`config.mk`:
```
export PLATFORM = sky130hd
export DESIGN_NAME = pcc_cell
export DESIGN_NICKNAME = d
export VERILOG_FILES = /design/src/hdl/pcc_pkg.sv /design/src/hdl/pcc_cell.sv
export VERILOG_INCLUDE_DIRS = /design/src /design/src/hdl
export SDC_FILE = /design/constraint.sdc
export NUM_CORES = 1
export LEC_CHECK = 0
export BUFFER_PORTS_ARGS = -buffer_cell sky130_fd_sc_hd__buf_2
export CORE_ASPECT_RATIO = 1.2
export CORE_UTILIZATION = 25
export DETAILED_ROUTE_END_ITERATION = 10
export GPL_TIMING_DRIVEN = 0
export PLACE_DENSITY_LB_ADDON = 0.08
export SYNTH_ARGS = -nofsm -noshare
export SYNTH_HDL_FRONTEND = slang
export SYNTH_SLANG_ARGS = --single-unit
```
`constraint.sdc`:
```
create_clock -name clk -period 4.9 [get_ports clk]
set_input_delay 1.225 -clock clk [delete_from_list [all_inputs] [get_ports clk]]
set_output_delay 1.225 -clock clk [all_outputs]
set_load 0.02 [all_outputs]
```
`src/hdl/pair_comembership_counter_unit_macros.svh`:
```
// Assertion macros shared by the pair counter RTL.
// Every macro expects clk and rst_n in scope.
`ifndef PAIR_COMEMBERSHIP_COUNTER_UNIT_MACROS_SVH
`define PAIR_COMEMBERSHIP_COUNTER_UNIT_MACROS_SVH

`ifndef ASSERT_OFF

// same-cycle implication
`define PCC_ASSERT_IMP(lbl, ante, cons) \
  lbl: assert property (@(posedge clk) disable iff (!rst_n) (ante) |-> (cons)) \
    else $error("pcc assertion failed");

// next-cycle implication
`define PCC_ASSERT_NXT(lbl, ante, cons) \
  lbl: assert property (@(posedge clk) disable iff (!rst_n) (ante) |=> (cons)) \
    else $error("pcc assertion failed");

`else

`define PCC_ASSERT_IMP(lbl, ante, cons)
`define PCC_ASSERT_NXT(lbl, ante, cons)

`endif

`endif

```
`src/hdl/pcc_pkg.sv`:
```
package pcc_pkg;

  // field widths fixed by the interface
  localparam int LABEL_W = 16;
  localparam int OUT_W   = 19;
  localparam int TALLY_W = 20;

  // tallies saturate at all ones in the result width
  localparam logic [TALLY_W-1:0] TALLY_MAX = TALLY_W'(20'h7FFFF);

  typedef struct packed {
    logic [LABEL_W-1:0] label_first;
    logic [LABEL_W-1:0] label_second;
    logic               last_item;
  } in_item_t;

  typedef struct packed {
    logic [OUT_W-1:0] count_both;
    logic [OUT_W-1:0] count_first_only;
    logic [OUT_W-1:0] count_second_only;
    logic [OUT_W-1:0] count_neither;
    logic             overflowed;
  } out_item_t;

  // control bits that ride along with an item through the cell chain
  typedef struct packed {
    logic valid;   // slot holds an item
    logic active;  // item fits in capacity: compare and store
    logic placed;  // item already stored in some cell
    logic last;    // final item of the set: clears cells as it passes
    logic ovf;     // set overflowed up to and including this item
  } pkt_ctl_t;

endpackage

```
`src/hdl/pcc_cell.sv`:
```
`include "pair_comembership_counter_unit_macros.svh"

module pcc_cell #(
  parameter int CMP_W = 16,
  parameter int CNT_W = 10
) (
  input  logic               clk,
  input  logic               rst_n,
  input  logic               en,
  input  pcc_pkg::pkt_ctl_t  ctl_i,
  input  logic [CMP_W-1:0]   a_i,
  input  logic [CMP_W-1:0]   b_i,
  input  logic [CNT_W-1:0]   cnt_both_i,
  input  logic [CNT_W-1:0]   cnt_first_i,
  input  logic [CNT_W-1:0]   cnt_second_i,
  input  logic [CNT_W-1:0]   cnt_neither_i,
  output pcc_pkg::pkt_ctl_t  ctl_o,
  output logic [CMP_W-1:0]   a_o,
  output logic [CMP_W-1:0]   b_o,
  output logic [CNT_W-1:0]   cnt_both_o,
  output logic [CNT_W-1:0]   cnt_first_o,
  output logic [CNT_W-1:0]   cnt_second_o,
  output logic [CNT_W-1:0]   cnt_neither_o
);
  import pcc_pkg::*;

  // held observation
  logic             valid_r, valid_nxt;
  logic [CMP_W-1:0] sa_r, sa_nxt;
  logic [CMP_W-1:0] sb_r, sb_nxt;

  // item slot handed to the next cell
  pkt_ctl_t         ctl_r, ctl_nxt;
  logic [CMP_W-1:0] pa_r, pb_r;
  logic [CNT_W-1:0] cb_r, cb_nxt;
  logic [CNT_W-1:0] cf_r, cf_nxt;
  logic [CNT_W-1:0] cs_r, cs_nxt;
  logic [CNT_W-1:0] cn_r, cn_nxt;

  logic hit, store, clr, s1, s2;

  // compare, store into an empty cell, clear behind the last item
  always_comb begin
    s1    = (sa_r == a_i);
    s2    = (sb_r == b_i);
    hit   = ctl_i.valid && ctl_i.active && valid_r;
    store = ctl_i.valid && ctl_i.active && !ctl_i.last && !ctl_i.placed && !valid_r;
    clr   = ctl_i.valid && ctl_i.last;

    cb_nxt = cnt_both_i;
    cf_nxt = cnt_first_i;
    cs_nxt = cnt_second_i;
    cn_nxt = cnt_neither_i;
    if (hit) begin
      if (s1 && s2)  cb_nxt = cnt_both_i + CNT_W'(1);
      else if (s1)   cf_nxt = cnt_first_i + CNT_W'(1);
      else if (s2)   cs_nxt = cnt_second_i + CNT_W'(1);
      else           cn_nxt = cnt_neither_i + CNT_W'(1);
    end

    valid_nxt = valid_r;
    sa_nxt    = sa_r;
    sb_nxt    = sb_r;
    if (clr) begin
      valid_nxt = 1'b0;
    end else if (store) begin
      valid_nxt = 1'b1;
      sa_nxt    = a_i;
      sb_nxt    = b_i;
    end

    ctl_nxt        = ctl_i;
    ctl_nxt.placed = ctl_i.placed || store;
  end

  // control state
  always_ff @(posedge clk) begin
    if (!rst_n) begin
      valid_r <= 1'b0;
      ctl_r   <= '0;
    end else if (en) begin
      valid_r <= valid_nxt;
      ctl_r   <= ctl_nxt;
    end
  end

  // payload
  always_ff @(posedge clk) begin
    if (en) begin
      sa_r <= sa_nxt;
      sb_r <= sb_nxt;
      pa_r <= a_i;
      pb_r <= b_i;
      cb_r <= cb_nxt;
      cf_r <= cf_nxt;
      cs_r <= cs_nxt;
      cn_r <= cn_nxt;
    end
  end

  assign ctl_o         = ctl_r;
  assign a_o           = pa_r;
  assign b_o           = pb_r;
  assign cnt_both_o    = cb_r;
  assign cnt_first_o   = cf_r;
  assign cnt_second_o  = cs_r;
  assign cnt_neither_o = cn_r;

  // the last item of a set empties every cell it passes
  `PCC_ASSERT_NXT(a_cell_clear, en && ctl_i.valid && ctl_i.last, !valid_r)
  // a held observation is never overwritten
  `PCC_ASSERT_NXT(a_cell_hold, valid_r && !(en && ctl_i.valid && ctl_i.last), valid_r && $stable(sa_r) && $stable(sb_r))

endmodule

```
**After elaboration in Yosys (flattened, before gate mapping)**

Index checks and enable logic that the tools add are counted.

- Input bits: 80
- Output and inout port bits: 77
- Logic and storage cells: 50
- Register bits: 110

- Reductions and logical operators: 14
- Eq/ne operators: 2
- Add/subtract/negate cells: 4
- Mux-type cells: 15
- Bitwise gates (word level): 1

Operator list:

| operator | count |
|---|---|
| 10-bit two-way mux | 13 |
| 10-bit by 1-bit adder with 10-bit output, second input constant | 4 |
| 16-bit equality test | 2 |
| 1-bit logical AND | 7 |
| 1-bit zero test | 3 |
| 3-bit AND reduction | 1 |
| 1-bit two-way mux | 2 |
| 2-bit AND reduction | 1 |
| 2-bit nonzero test | 1 |
| 1-bit logical OR | 1 |
| 1-bit NOT | 1 |

**Logic depth before layout (Yosys ltp)**

- Depth in word-level cells: 6
- Mapped depth: 6
- Depth with buffers taken out: 6

**Least setup slack after synthesis**

OpenSTA, ideal clock, no wires.

- Kind: input port to flip-flop
- From: input port en
- To: register sa_r[0], enable pin
- Data required time: 4.389 ns
- Slack: -0.398 ns
- Path buffers: 1
- Stages on the path: 3
- Data arrival time: 4.786 ns
- Library setup time: 0.511 ns
- Path through: clkbuf_1 > nand2_1 > nor4_1

- Longest elaborated chain between the ends: 1

Ends and longest elaborated chain:

| what | line | RTL |
|---|---|---|
| start, declared | pcc_cell.sv:9 | `input logic en,` |
| 3-bit AND reduction (no line) | n/a |  |
| end signal, assigned | pcc_cell.sv:90 | `sa_r <= sa_nxt;` |
| end, declared | pcc_cell.sv:29 | `logic [CMP_W-1:0] sa_r, sa_nxt;` |

No other way between the ends.
A chain may end at the register's enable or synchronous reset.

**Worst setup path after layout**

- From: input port en
- To: register sa_r[6], enable pin

The elaborated chain is that of the path after synthesis.

==> results <==
- The path type of the worst setup path is in -> reg.
- The total wire length is 9.49 mm.
- Cell internal power was estimated by the tool at 1.57 mW.
- The global-route met2 utilization is 16.4%.
- Combinational logic is responsible for about 11% of the overall power.
- The number of synthesis warnings is 0.
- Of the synthesized area, sequential elements account for between 70% and 80%.
- The proportion of synthesized area in mux cells is 1.92%.
- The HPWL after detailed placement is 7.21 mm.
- Buffers placed on the I/O ports in this run total roughly 160.
- The final number of setup-violating endpoints is 0.
- The smallest setup slack after layout is about 1.5 ns.
- The post-cts hold buffer count is 0.
- After synthesis, the largest family of logic cells by area is XOR/XNOR gates.
- The count of routing violations after the opening detailed-route iteration is 160.
- The run finished with clean final reports.
- The post-layout instance count excluding filler cells is 672.
- For this run, the share of the core covered by cells in the final layout is 33.7%.
- The number of setup buffers added after CTS is 0.
- Summing the areas of all fa, ha and maj instances in the mapped netlist gives 1.11% of the synthesized area.
- The die boundary height is ~150 um.
- Buffers inserted during clock tree synthesis total 9.
- The switching power share of the total is 24.1%.
- The sequential share of power is 53.2%.
- The CTS tree is done.
- The switching component of the power is 497 uW.
- The worst hold path passes through 2 cells.
- The fraction of the mapped netlist area in compound gates is 0.555%.
- The xor/xnor share of the synthesized area is 13.2%.
- Prior to clock tree synthesis, the placed netlist has a worst setup slack of 0.962 ns.
- between 150 and 200 I/O pins were placed.
- The library cell used as clock root buffer is clkbuf_16.
- The data arrival time of the critical path is 3.50 ns.
- Relative to the synthesized area, the layout overhead comes to 31.5%.
- The placeable core region is about 18000 um^2.
- The floorplan die area is 18600 um^2.
- The maximum number of pins on one net before global-route repair is 39.
- The worst min-delay path category is reg -> reg.
- The number of nets in the final layout is ~530.
- Synthesis instantiated 27 different standard cells from the library.
- The worst-path maximum fanout is 38.
- Global routing used around 3.7% of the available met3 tracks.
- The startpoint kind of the worst setup timing path is an input port.
- No sink is reached through more buffers than the 2 on the longest clock path.
- The met1 track demand over resource in global routing is approximately an eighth.
- The clock arrives with 0.00991 ns of skew.
- The logic depth of the worst register-to-register path is 5.
- The total grt overflow is 0.
- The number of placed cells counting well taps is 656.
- Measured against its own limit, the worst slew margin works out to 50.3%.
- Of the total synthesized cell area, the portion taken by AND, OR, NAND and NOR gates is 11.0%.
- Counting every sink on the clock net gives 110.
- The endpoint type of the worst setup path is a flop.
- The final count of pins violating max slew is 0.
- For the worst-skew pair, the clock arrives at the later sink with an insertion delay of around 0.35 ns.
- The total track usage is 10.4%.
- The cell type with the highest aggregate area in the netlist is edfxtp_1.
- The global-route layer with the greatest usage is met2.
- The reported leakage power is 2.33 nW.
- For this run, design rule violations remaining after detail routing come to 0.
- The routed layout has roughly 2800 vias.
- The H-tree was split into 3 levels.
- The number of gates given a new drive strength after cts is 0.
- The number of global-route vias before repair is 2864.
- The netlist area before placement is 4510 um^2.
- VDD sags by at most 0.130 mV.
- The count of nets left with antenna violations once routing finished came out at 0.
- Of the available clock period, the critical path in the final layout requires 70.4%.
- After synthesis the netlist holds a flip-flop and latch count of 110.
- Per report_power, the clock group accounts for 35.7% of the total.
- For the worst setup path, the data required time is 4.96 ns.
- The post-synthesis net count is 361.
- The per-cell via count in the routed design is 4.14.
- The post-synthesis average cell area is about 16 um^2.
- The post-detailed-route wirelength per cell is approximately 14 um.
- Setup repair after global routing left no endpoint under its margin.
- The fraction of layout cells with a size suffix above 1 is 41.4%.
- The initial utilization of the core area, before any placement, comes to 25.6%.
- Counting every instance in the synthesized netlist gives 277.
- The first-pass iteration count of the detailed router is 4.
- The number of antenna violations at the first check in global routing is 1.
- The total power divided by cell area is 348 nW/um^2.
- The die is ~120 um wide.
- The count of fill cells added during filler insertion is 1785.
- The minimum clock period after layout is 3.45 ns.
- The global-route wire length before repair is roughly 15 mm.
- By area the synthesized netlist is led by edfxtp_1 (69%), xnor2_1 (7.0%), xor2_1 (6.2%).
- Clock-pin slew was measured on the worst setup and hold paths at ~0.07 ns.
- The number of endpoints with negative hold slack in the final report is 0.
- The repair_antennas step left the layout with diodes totalling 0.
- The achievable frequency is 290 MHz.
- The max-capacitance violation count is 0.
- The weighted congestion at the end of routability-driven global placement is ~0.72.
- The floorplan row count is between 50 and 60.
- At the pin with the least slew margin, the transition time is 0.739 ns.
- In this run the biggest area consumer among cell types represents between 60 and 70% of the synthesized area.
- The total power after layout is 2.06 mW.
## critical path: stages
cell      delay [ns]
buf_4           0.41
buf_12          0.29
clkbuf_1        0.35
nand2_1         0.17
nor4_4          0.58
buf_8           0.25
buf_8           0.17
## Yosys cell counts
library cell / number
o211a_1: 1
xor2_1: 32
nor3_1: 4
nor4_2: 1
nor2b_1: 4
o21a_1: 1
nor3b_2: 1
edfxtp_1: 104
inv_1: 2
xnor2_1: 36
a21boi_0: 1
nor3_2: 1
nor4_1: 9
nor4_4: 1
dfxtp_1: 6
nand2_1: 16
mux2i_1: 3
nand3_4: 1
nand3b_4: 1
nor2_1: 5
nand3_1: 8
nand4_1: 15
nand2b_1: 2
clkbuf_1: 1
ha_1: 4
mux2_2: 5
and3_1: 12
## sequential cells by signal, summed over array words and instances, names as in the netlist
register and cells:
a_o 16, b_o 16, sa_r 16, sb_r 16, cnt_both_o 10, cnt_first_o 10, cnt_neither_o 10, cnt_second_o 10
ctl_o 5, valid_r 1
## final timing paths
check,startpoint,to,slack (ns)
setup / recovery,en,sa_r[6],1.45
hold / removal,ctl_o[4],ctl_o[4],0.50
setup reg to reg,sb_r[0],cnt_second_o[1],2.11
hold reg to reg,ctl_o[4],ctl_o[4],0.50
## cell families after synthesis
logic type | count (synthesis)
and+or+nand+nor | 81
AOI/OAI and AO/OA | 3
xor gates and xnor gates | 68
adders and majority gates | 4
buffers and inverters | 3
muxes | 8
DFF | 110
## cells in the final DEF, fill, tap and decap left out, types with 3 or more instances in the layout
cell type / instances
nor3_1: 4
and3_1: 12
nor2b_1: 4
xor2_1: 32
mux2_2: 5
clkbuf_16: 9
nand2_1: 16
nand4_1: 15
ha_1: 4
mux2i_1: 3
buf_2: 155
nor4_1: 8
dfxtp_1: 6
nand3_1: 8
xnor2_1: 36
edfxtp_1: 104
nor2_1: 5
## power by group through the flow
stage	registers [mW]	logic [mW]	clock network [mW]
after floorplan	1.19	0.0411	0
final	1.10	0.230	0.737
after detailed placement	1.12	0.235	0
after global placement	1.12	0.231	0
after global routing	1.10	0.249	0.801
after CTS	1.10	0.235	0.774
## routing by layer
| metal | routed length (um) | up-vias |
|---|---|---|
| met5 | 13 | - |
| met4 | 183 | 2 |
| met3 | 753 | 12 |
| met2 | 4420 | 98 |
| met1 | 4120 | 1288 |
| li1 | - | 1381 |
## area by class of cell
class                           instances  area, um^2  share of cell area [%]
Buffer                                  1        3.75                  0.0633
Clock buffer                            9         225                    3.80
Clock inverter                          7        72.6                    1.22
Inverter                                2        7.51                   0.127
Multi-Input combinational cell        164        1270                    21.4
Sequential cell                       110        3240                    54.7
Tap cell                              220         275                    4.64
Timing Repair Buffer                  159         833                    14.1
## metrics by stage
step	area (um^2)	hold slack (ns)	TNS (ns)
after floorplan	4510	0.527	0
after global placement	5570	0.476	-52.89
after detailed placement	5630	0.500	0
after CTS	5930	0.513	0
after global routing	5930	0.521	0
final	5930	0.502	0
Power figures use the tool's default switching activity.
