**src/hdl/pair_comembership_counter_unit_macros.svh**
```systemverilog
// Assertion macros shared by the pair counter RTL.
// Every macro expects clk and rst_n in scope.
`ifndef PAIR_COMEMBERSHIP_COUNTER_UNIT_MACROS_SVH
`define PAIR_COMEMBERSHIP_COUNTER_UNIT_MACROS_SVH

`ifndef ASSERT_OFF

// same-cycle implication
`define PCC_ASSERT_IMP(lbl, ante, cons) \
  lbl: assert property (@(posedge clk) disable iff (!rst_n) (ante) |-> (cons)) \
    else $error("pcc assertion failed");

// next-cycle implication
`define PCC_ASSERT_NXT(lbl, ante, cons) \
  lbl: assert property (@(posedge clk) disable iff (!rst_n) (ante) |=> (cons)) \
    else $error("pcc assertion failed");

`else

`define PCC_ASSERT_IMP(lbl, ante, cons)
`define PCC_ASSERT_NXT(lbl, ante, cons)

`endif

`endif

```
**src/hdl/pcc_pkg.sv**
```systemverilog
package pcc_pkg;

  // field widths fixed by the interface
  localparam int LABEL_W = 16;
  localparam int OUT_W   = 19;
  localparam int TALLY_W = 20;

  // tallies saturate at all ones in the result width
  localparam logic [TALLY_W-1:0] TALLY_MAX = TALLY_W'(20'h7FFFF);

  typedef struct packed {
    logic [LABEL_W-1:0] label_first;
    logic [LABEL_W-1:0] label_second;
    logic               last_item;
  } in_item_t;

  typedef struct packed {
    logic [OUT_W-1:0] count_both;
    logic [OUT_W-1:0] count_first_only;
    logic [OUT_W-1:0] count_second_only;
    logic [OUT_W-1:0] count_neither;
    logic             overflowed;
  } out_item_t;

  // control bits that ride along with an item through the cell chain
  typedef struct packed {
    logic valid;   // slot holds an item
    logic active;  // item fits in capacity: compare and store
    logic placed;  // item already stored in some cell
    logic last;    // final item of the set: clears cells as it passes
    logic ovf;     // set overflowed up to and including this item
  } pkt_ctl_t;

endpackage

```
**src/hdl/pcc_tally.sv**
```systemverilog
`include "pair_comembership_counter_unit_macros.svh"

module pcc_tally #(
  parameter int CNT_W = 10
) (
  input  logic               clk,
  input  logic               rst_n,
  input  logic               adv,
  input  pcc_pkg::pkt_ctl_t  ctl_i,
  input  logic [CNT_W-1:0]   cnt_both_i,
  input  logic [CNT_W-1:0]   cnt_first_i,
  input  logic [CNT_W-1:0]   cnt_second_i,
  input  logic [CNT_W-1:0]   cnt_neither_i,
  input  logic               out_stall,
  output logic               out_valid,
  output pcc_pkg::out_item_t out_item
);
  import pcc_pkg::*;

  logic [TALLY_W-1:0] tally_both_r, tally_both_nxt;
  logic [TALLY_W-1:0] tally_first_r, tally_first_nxt;
  logic [TALLY_W-1:0] tally_second_r, tally_second_nxt;
  logic [TALLY_W-1:0] tally_neither_r, tally_neither_nxt;
  logic               out_valid_r, out_valid_nxt;
  out_item_t          out_item_r, out_item_nxt;

  logic [TALLY_W-1:0] sat_both, sat_first, sat_second, sat_neither;
  logic               emit;

  function automatic logic [TALLY_W-1:0] sat_add(input logic [TALLY_W-1:0] t,
                                                 input logic [CNT_W-1:0]   c);
    logic [TALLY_W-1:0] s;
    s = t + TALLY_W'(c);
    return (s > TALLY_MAX) ? TALLY_MAX : s;
  endfunction

  // fold each finished item's counts into the set tallies; a set's last item emits and clears them
  always_comb begin
    sat_both    = sat_add(tally_both_r, cnt_both_i);
    sat_first   = sat_add(tally_first_r, cnt_first_i);
    sat_second  = sat_add(tally_second_r, cnt_second_i);
    sat_neither = sat_add(tally_neither_r, cnt_neither_i);
    emit        = adv && ctl_i.valid && ctl_i.last;

    tally_both_nxt    = tally_both_r;
    tally_first_nxt   = tally_first_r;
    tally_second_nxt  = tally_second_r;
    tally_neither_nxt = tally_neither_r;
    if (adv && ctl_i.valid) begin
      if (ctl_i.last) begin
        tally_both_nxt    = '0;
        tally_first_nxt   = '0;
        tally_second_nxt  = '0;
        tally_neither_nxt = '0;
      end else begin
        tally_both_nxt    = sat_both;
        tally_first_nxt   = sat_first;
        tally_second_nxt  = sat_second;
        tally_neither_nxt = sat_neither;
      end
    end
  end

  // result register
  always_comb begin
    out_item_nxt = out_item_r;
    if (emit) begin
      out_item_nxt.count_both        = sat_both[OUT_W-1:0];
      out_item_nxt.count_first_only  = sat_first[OUT_W-1:0];
      out_item_nxt.count_second_only = sat_second[OUT_W-1:0];
      out_item_nxt.count_neither     = sat_neither[OUT_W-1:0];
      out_item_nxt.overflowed        = ctl_i.ovf;
    end
    if (emit)           out_valid_nxt = 1'b1;
    else if (out_stall) out_valid_nxt = out_valid_r;
    else                out_valid_nxt = 1'b0;
  end

  always_ff @(posedge clk) begin
    if (!rst_n) begin
      tally_both_r    <= '0;
      tally_first_r   <= '0;
      tally_second_r  <= '0;
      tally_neither_r <= '0;
      out_valid_r     <= 1'b0;
    end else begin
      tally_both_r    <= tally_both_nxt;
      tally_first_r   <= tally_first_nxt;
      tally_second_r  <= tally_second_nxt;
      tally_neither_r <= tally_neither_nxt;
      out_valid_r     <= out_valid_nxt;
    end
  end

  always_ff @(posedge clk) begin
    out_item_r <= out_item_nxt;
  end

  assign out_valid = out_valid_r;
  assign out_item  = out_item_r;

  // emitting a result starts the next set from zero
  `PCC_ASSERT_NXT(a_tally_emit, emit, out_valid_r && tally_both_r == '0 && tally_first_r == '0 && tally_second_r == '0 && tally_neither_r == '0)
  // tallies hold while the chain is held
  `PCC_ASSERT_NXT(a_tally_hold, !adv, $stable(tally_both_r) && $stable(tally_first_r) && $stable(tally_second_r) && $stable(tally_neither_r))

endmodule

```
**config.mk**
```make
export PLATFORM = sky130hd
export DESIGN_NAME = pcc_tally
export DESIGN_NICKNAME = d
export VERILOG_FILES = /design/src/hdl/pcc_pkg.sv /design/src/hdl/pcc_tally.sv
export VERILOG_INCLUDE_DIRS = /design/src /design/src/hdl
export SDC_FILE = /design/constraint.sdc
export NUM_CORES = 1
export LEC_CHECK = 0
export ABC_CLOCK_PERIOD_IN_PS = 2560
export BUFFER_PORTS_ARGS = -buffer_cell sky130_fd_sc_hd__buf_2
export CORE_MARGIN = 1.5
export CORE_UTILIZATION = 29
export CTS_CLUSTER_SIZE = 20
export DETAILED_ROUTE_END_ITERATION = 8
export GPL_TIMING_DRIVEN = 0
export PLACE_DENSITY = 0.46
export SETUP_SLACK_MARGIN = 0.5
export SLEW_MARGIN = 0
export SYNTH_ARGS = -nofsm -noshare
export SYNTH_HDL_FRONTEND = slang
export SYNTH_SLANG_ARGS = --single-unit
```
**constraint.sdc**
```tcl
create_clock -name clk -period 2.56 [get_ports clk]
set_input_delay 0.128 -clock clk [delete_from_list [all_inputs] [get_ports clk]]
set_output_delay 0.128 -clock clk [all_outputs]
set_load 0.01 [all_outputs]
```
---- Yosys cells after proc, flatten, opt, wreduce, memory -nomap -nowiden ----
Cells that the tools add are included.
storage, ports and cells
  output and inout bits ................... 78
  register bits ........................... 158
cells by class
  reductions and logical operators ........ 2
  muxes and demuxes ....................... 10
  order comparisons ....................... 4
  equality and inequality tests ........... 1
  add/sub/neg operators ................... 4
operator list
  operator              number
  $mux 20               8
  $add 20x10->20        4
  $gt 20x19->1 const B  4
  $logic_and 1x1->1     2
  $mux 1                2
  $ne 2x1->1 const B    1

---- Longest topological paths before layout ----
  word-level depth ........................ 4
  gate-level depth with buffers ........... 10

---- Worst setup path after synthesis ----
OpenSTA, ideal clock, no wires.
  kind .................................... flip-flop to flip-flop
  start ................................... register tally_second_r[0]
  end ..................................... register out_item_r, in the netlist out_item[38] (data pin)
  required time ........................... 2,295 ps
  setup slack ............................. -57 ps
  stages on the path, launching flop included .. 10
  setup time .............................. 265 ps
  arrival time ............................ 2,352 ps
  path through ............................ dfxtp_1 > ha_1 > fa_1 > a21o_1 > a221o_1 > a211oi_1 > nor2_1 > and4_1 > xnor2_1 > nand2_1
between the ends
  word-level cells in the longest chain between the ends .. 3
ends and longest elaborated chain
  what                      RTL line         RTL
  start, declared           pcc_tally.sv:22  logic [TALLY_W-1:0] tally_second_r, tally_second_nxt;
  start signal, assigned    pcc_tally.sv:89  tally_second_r <= tally_second_nxt;
  $add 20x10->20 *          pcc_tally.sv:33  s = t + TALLY_W'(c);
  $gt 20x19->1              pcc_tally.sv:34  return (s > TALLY_MAX) ? TALLY_MAX : s;
  $mux 20 *                 pcc_tally.sv:34
  named net sat_second[18]  pcc_tally.sv:27  logic [TALLY_W-1:0] sat_both, sat_first, sat_second, sat_neither;
  end signal, assigned      pcc_tally.sv:96  out_item_r <= out_item_nxt;
  end, declared             pcc_tally.sv:25  out_item_t out_item_r, out_item_nxt;
The timed path passes the listed nets; every way through them passes the cells marked *.
A chain may end at the register's enable or synchronous reset.

---- Worst setup path after layout ----
  start ................................... register tally_second_r[0]
  end ..................................... register tally_second_r[8]
between the ends
  word-level cells in the longest chain between the ends .. 4
ends and longest elaborated chain
  what                     RTL line         RTL
  $add 20x10->20 *         pcc_tally.sv:33
  $gt 20x19->1             pcc_tally.sv:34
  $mux 20 *                pcc_tally.sv:34
  named net sat_second[8]  pcc_tally.sv:27
  $mux 20 *                pcc_tally.sv:50  if (ctl_i.last) begin
Marks and branches as above.

==> results.md <==
Outcome:
- The flow ran to the end, and the final reports show no timing, DRC or antenna violations.

Logic synthesis:
- The dominant register cell in the synthesized netlist is dfxtp_1.
- Summing every instance area after synthesis gives 0.00806 mm².
- The instance count of the mapped netlist is 781.
- A synthesized cell averages 10.3 µm².
- When the netlist entered floorplanning its net count stood at 874.
- The sequential cell area fraction in the yosys report is 48.8%.
- The post-synthesis cell type count is 62.
- In this run, synthesis inferred 77 flip-flops with an integrated enable.
- The Yosys step of the flow raised 0 warnings.
- The post-synthesis async set-or-reset flop share is 0%.
- After synthesis the netlist holds a flip-flop and latch count of 158.

Global route:
- In the global route stage, met1 resource usage came out at 22.7%.
- The first global-routing pass estimated 36.9 mm of wire.
- The total overflow left after global routing is 0.
- The via count of the first global-routing pass is 6,698.
- Entering global routing, the biggest net connects 45 pins.
- In this run the most used layer during global routing was met2.
- The global-route track usage on met3 is 2.80%.
- The initial antenna violation count came to 0.
- For met2 alone, demand over resource in global routing was 26.7%.
- Global routing consumed, over all layers together, 16.5% of the routing resources.

Die:
- 127 I/O pins were placed.
- The number of cell rows is 60.
- The die is 170 µm tall.
- Once the floorplan was initialized, standard cells occupied 29.8% of the core.
- From left edge to right edge, the die measures 170 µm.
- The region available for standard cell placement spans 0.0271 mm².
- The die covers 0.0288 mm².

Cells and area:
- Summing all flip-flop and latch instances after layout gives 0.00397 mm².
- Compared with the post-synthesis result, the final layout area differs by 54.3%.
- The post-route netlist has 48.4% of its cells at a drive strength greater than 1.
- The number of diodes added for antenna fixing is 0.
- The area of the multi-input gates is 0.00549 mm².
- The post-route non-filler standard cell count is 1,404.
- Counting the fill cells in the layout gives 2,527.
- The total number of nets in the final design is 1,112.

Flow run:
- The max capacitance violation total is 0.

Placed design:
- The routability congestion estimate is 0.761.
- Including well taps, the total number of placed cells is 1,278.
- The placed wire-length estimate after detailed placement is 15.0 mm.
- The worst slack after detailed placement is -0.238 ns.
- The number of port buffers is 124.

Power:
- The leakage power is 5.04 nW.
- IR analysis of the VDD net gives a maximum drop of 0.000387 V.
- The total power per unit cell area is 500 mW/mm².

STA:
- The clock arrives with 0.0212 ns of skew.
- Setup repair after global routing could not meet its margin everywhere.
- Setup violations remaining at the end of the flow were counted as 0.
- The final count of pins violating max slew came to 0.
- The pin slew with the least headroom to its limit is 0.751 ns.
- The maximum achievable frequency is 397 MHz.
- The worst relative slew slack is 50.0%.
- The ratio of final minimum period to clock period is 98.3%.
- The final number of hold-violating endpoints is 0.
- The time the final worst path needs with I/O delays and setup is 2.52 ns.
- The worst path setup slack after routing is 0.0436 ns.

Critical path:
- The data required time of the worst path is 2.89 ns.
- The cell type group with the largest total delay on the critical path is compound AO/OA/AOI/OAI gates.
- The count of buffering cells on the critical path with inverters included is 2.
- The worst stage delay on the critical path is 0.37 ns.
- Data on the critical path arrives at its endpoint at 2.84 ns.
- The worst setup path category is flop to flop.
- The critical path goes through ha_4 > fa_2 > a21o_1 > a221o_1 > buf_4 > buf_6 > o31ai_4 > xor2_1 > nand2_4 > a22o_1.
- The largest fanout on the critical path is 2.
- STA classifies the critical path startpoint as a flop.
- The type of destination of the critical path is a flop.
- Among all stages on the critical path, the largest delay is contributed by a221o_1.

Clock network:
- The clock transition time at the flip-flop clock pins of the worst setup and hold paths is 0.07 ns.
- The cell chosen for the clock root is clkbuf_16.
- Clock tree synthesis found a total of 158 sinks.
- The clock network latency to the later pin of the worst-skew pair is 0.44 ns.
- Buffers inserted during clock tree synthesis total 17.
- Counting along the longest clock path gives a buffer depth of 2.
- The CTS tree is built.
- The depth of the CTS H-tree is 4.

Detailed routing:
- The pre-antenna-repair detailed-routing pass consisted of 4 iterations.
- The wire length after detailed routing is 23.8 mm.
- The mean routed wirelength per cell is 17.0 µm.
- The DRC marker count from the first detailed-route iteration is 306.
- The final antenna-violating net count is 0.
- The DRC violations left is 0.
- The via count is 6,844.
- In the routed layout, each cell is associated on average with a via count of 4.87.

Min path:
- The tightest min-delay check is of the input pin to flop type.
cell usage in the layout (no fill, tap or decap), types with 13 or more instances in the layout:
cell type,n
nand2_2,18
o21ai_1,13
clkbuf_1,20
a21oi_2,16
nand2b_4,13
dfxtp_1,58
a22o_1,49
buf_2,124
nor2_1,22
clkbuf_16,21
a21oi_1,23
dfxtp_2,21
buf_4,47
edfxtp_1,77
buf_6,39
xnor2_1,28
nand3_1,15
o21ai_2,17
ha_4,29
nand2_4,24
xor2_1,13
a21o_1,26
o21ai_0,24
inv_1,16
and3_1,16
nand2_1,42
layer usage:
layer | share of wire, % | up-vias
met2 | 48 | 110
li1 | - | 3384
met1 | 47 | 3337
met3 | 3.9 | 13
met5 | 0 | -
met4 | 0.70 | 0
registers in the layout, summed over array words and instances (netlist names):
signal / cells
out_item: 77
out_valid: 1
tally_neither_r: 20
tally_both_r: 20
tally_second_r: 20
tally_first_r: 20
cell families after synthesis:
family                     Yosys count  share of synthesized area, %
muxes                                1                         0.140
AOI/OAI and AO/OA                  256                          22.2
xor gates and xnor gates            55                          5.97
and+or+nand+nor                    217                          13.2
adders and majority gates           44                          7.20
buffers and inverters               50                          2.51
DFF                                158                          48.8
through the flow:
| step | setup TNS, ns | instance area [µm²] | power [mW] | hold WS [ns] | util [%] |
|---|---|---|---|---|---|
| global placement | -5.26 | 9600 | 3.43 | 0.311 | 35.4 |
| global route | -0.221 | 12400 | 6.49 | 0.0254 | 45.9 |
| finish | 0 | 12400 | 6.23 | 0.0317 | 45.9 |
| CTS | 0 | 11800 | 6.23 | 0.0239 | 43.4 |
| floorplan | 0 | 8520 | 3.22 | 0.227 | - |
| detailed placement | -3.06 | 9640 | 3.43 | 0.306 | 35.6 |
cell usage after synthesis (all sizes together), types with 4 or more instances:
cell type | instances | area, µm²
a211oi | 13 | 103
a21o | 26 | 195
a21oi | 44 | 220
a22o | 49 | 429
a31oi | 7 | 43.8
and2 | 12 | 75.1
and3 | 23 | 144
buf | 8 | 45.0
clkbuf | 26 | 97.6
dfxtp | 81 | 1620
edfxtp | 77 | 2310
fa | 4 | 80.1
ha | 40 | 500
inv | 16 | 60.1
nand2 | 84 | 315
nand2b | 14 | 87.6
nand3 | 21 | 105
nand4 | 10 | 62.6
nor2 | 30 | 113
nor3 | 9 | 50.1
o211ai | 5 | 37.5
o21a | 12 | 90.1
o21ai | 62 | 310
xnor2 | 38 | 333
xor2 | 17 | 149
repair_timing:
item	in CTS	in global routing
hold buffers	2	0
endpoints found under the hold margin	2	0
pin swaps	81	51
setup endpoints to repair	152	152
buffers inserted	62	24
gates resized for setup	204	100
cloned	5	1
worst register-to-register path: stages (launching register included):
cell and delay (ns):
dfxtp_2 0.34, ha_4 0.16, fa_2 0.34, a21o_1 0.18
a221o_1 0.37, buf_4 0.17, buf_6 0.11, o31ai_4 0.21
xor2_1 0.25, nand2_4 0.07, a22o_1 0.21
path summary, 6_finish.rpt:
kind,start,endpoint,slack (ns),cells after the start
worst max-delay path,tally_second_r[0],tally_second_r[8],0.04,10
worst min-delay path,rst_n,out_valid,0.03,2
worst max register to register,tally_second_r[0],tally_second_r[8],0.04,10
worst min register to register,tally_second_r[5],tally_second_r[5],0.48,1
power breakdown:
group	total (mW)	internal [mW]	switching (mW)	leakage [nW]
Combinational	0.847	0.399	0.448	3.39
Sequential	2.76	2.73	0.0316	1.37
Clock	2.62	1.39	1.23	0.282
Total	6.23	4.52	1.71	5.04
final cells by class:
type,instances,area share (%)
plain buffers,34,2.07
flip-flops and latches,158,31.9
clock inverters,15,1.34
repair buffers,219,12.9
inverters,16,0.483
multi-input cells,573,44.1
well taps,372,3.74
clock buffers,17,3.42
Note: power is estimated with default switching activity, not from simulation.
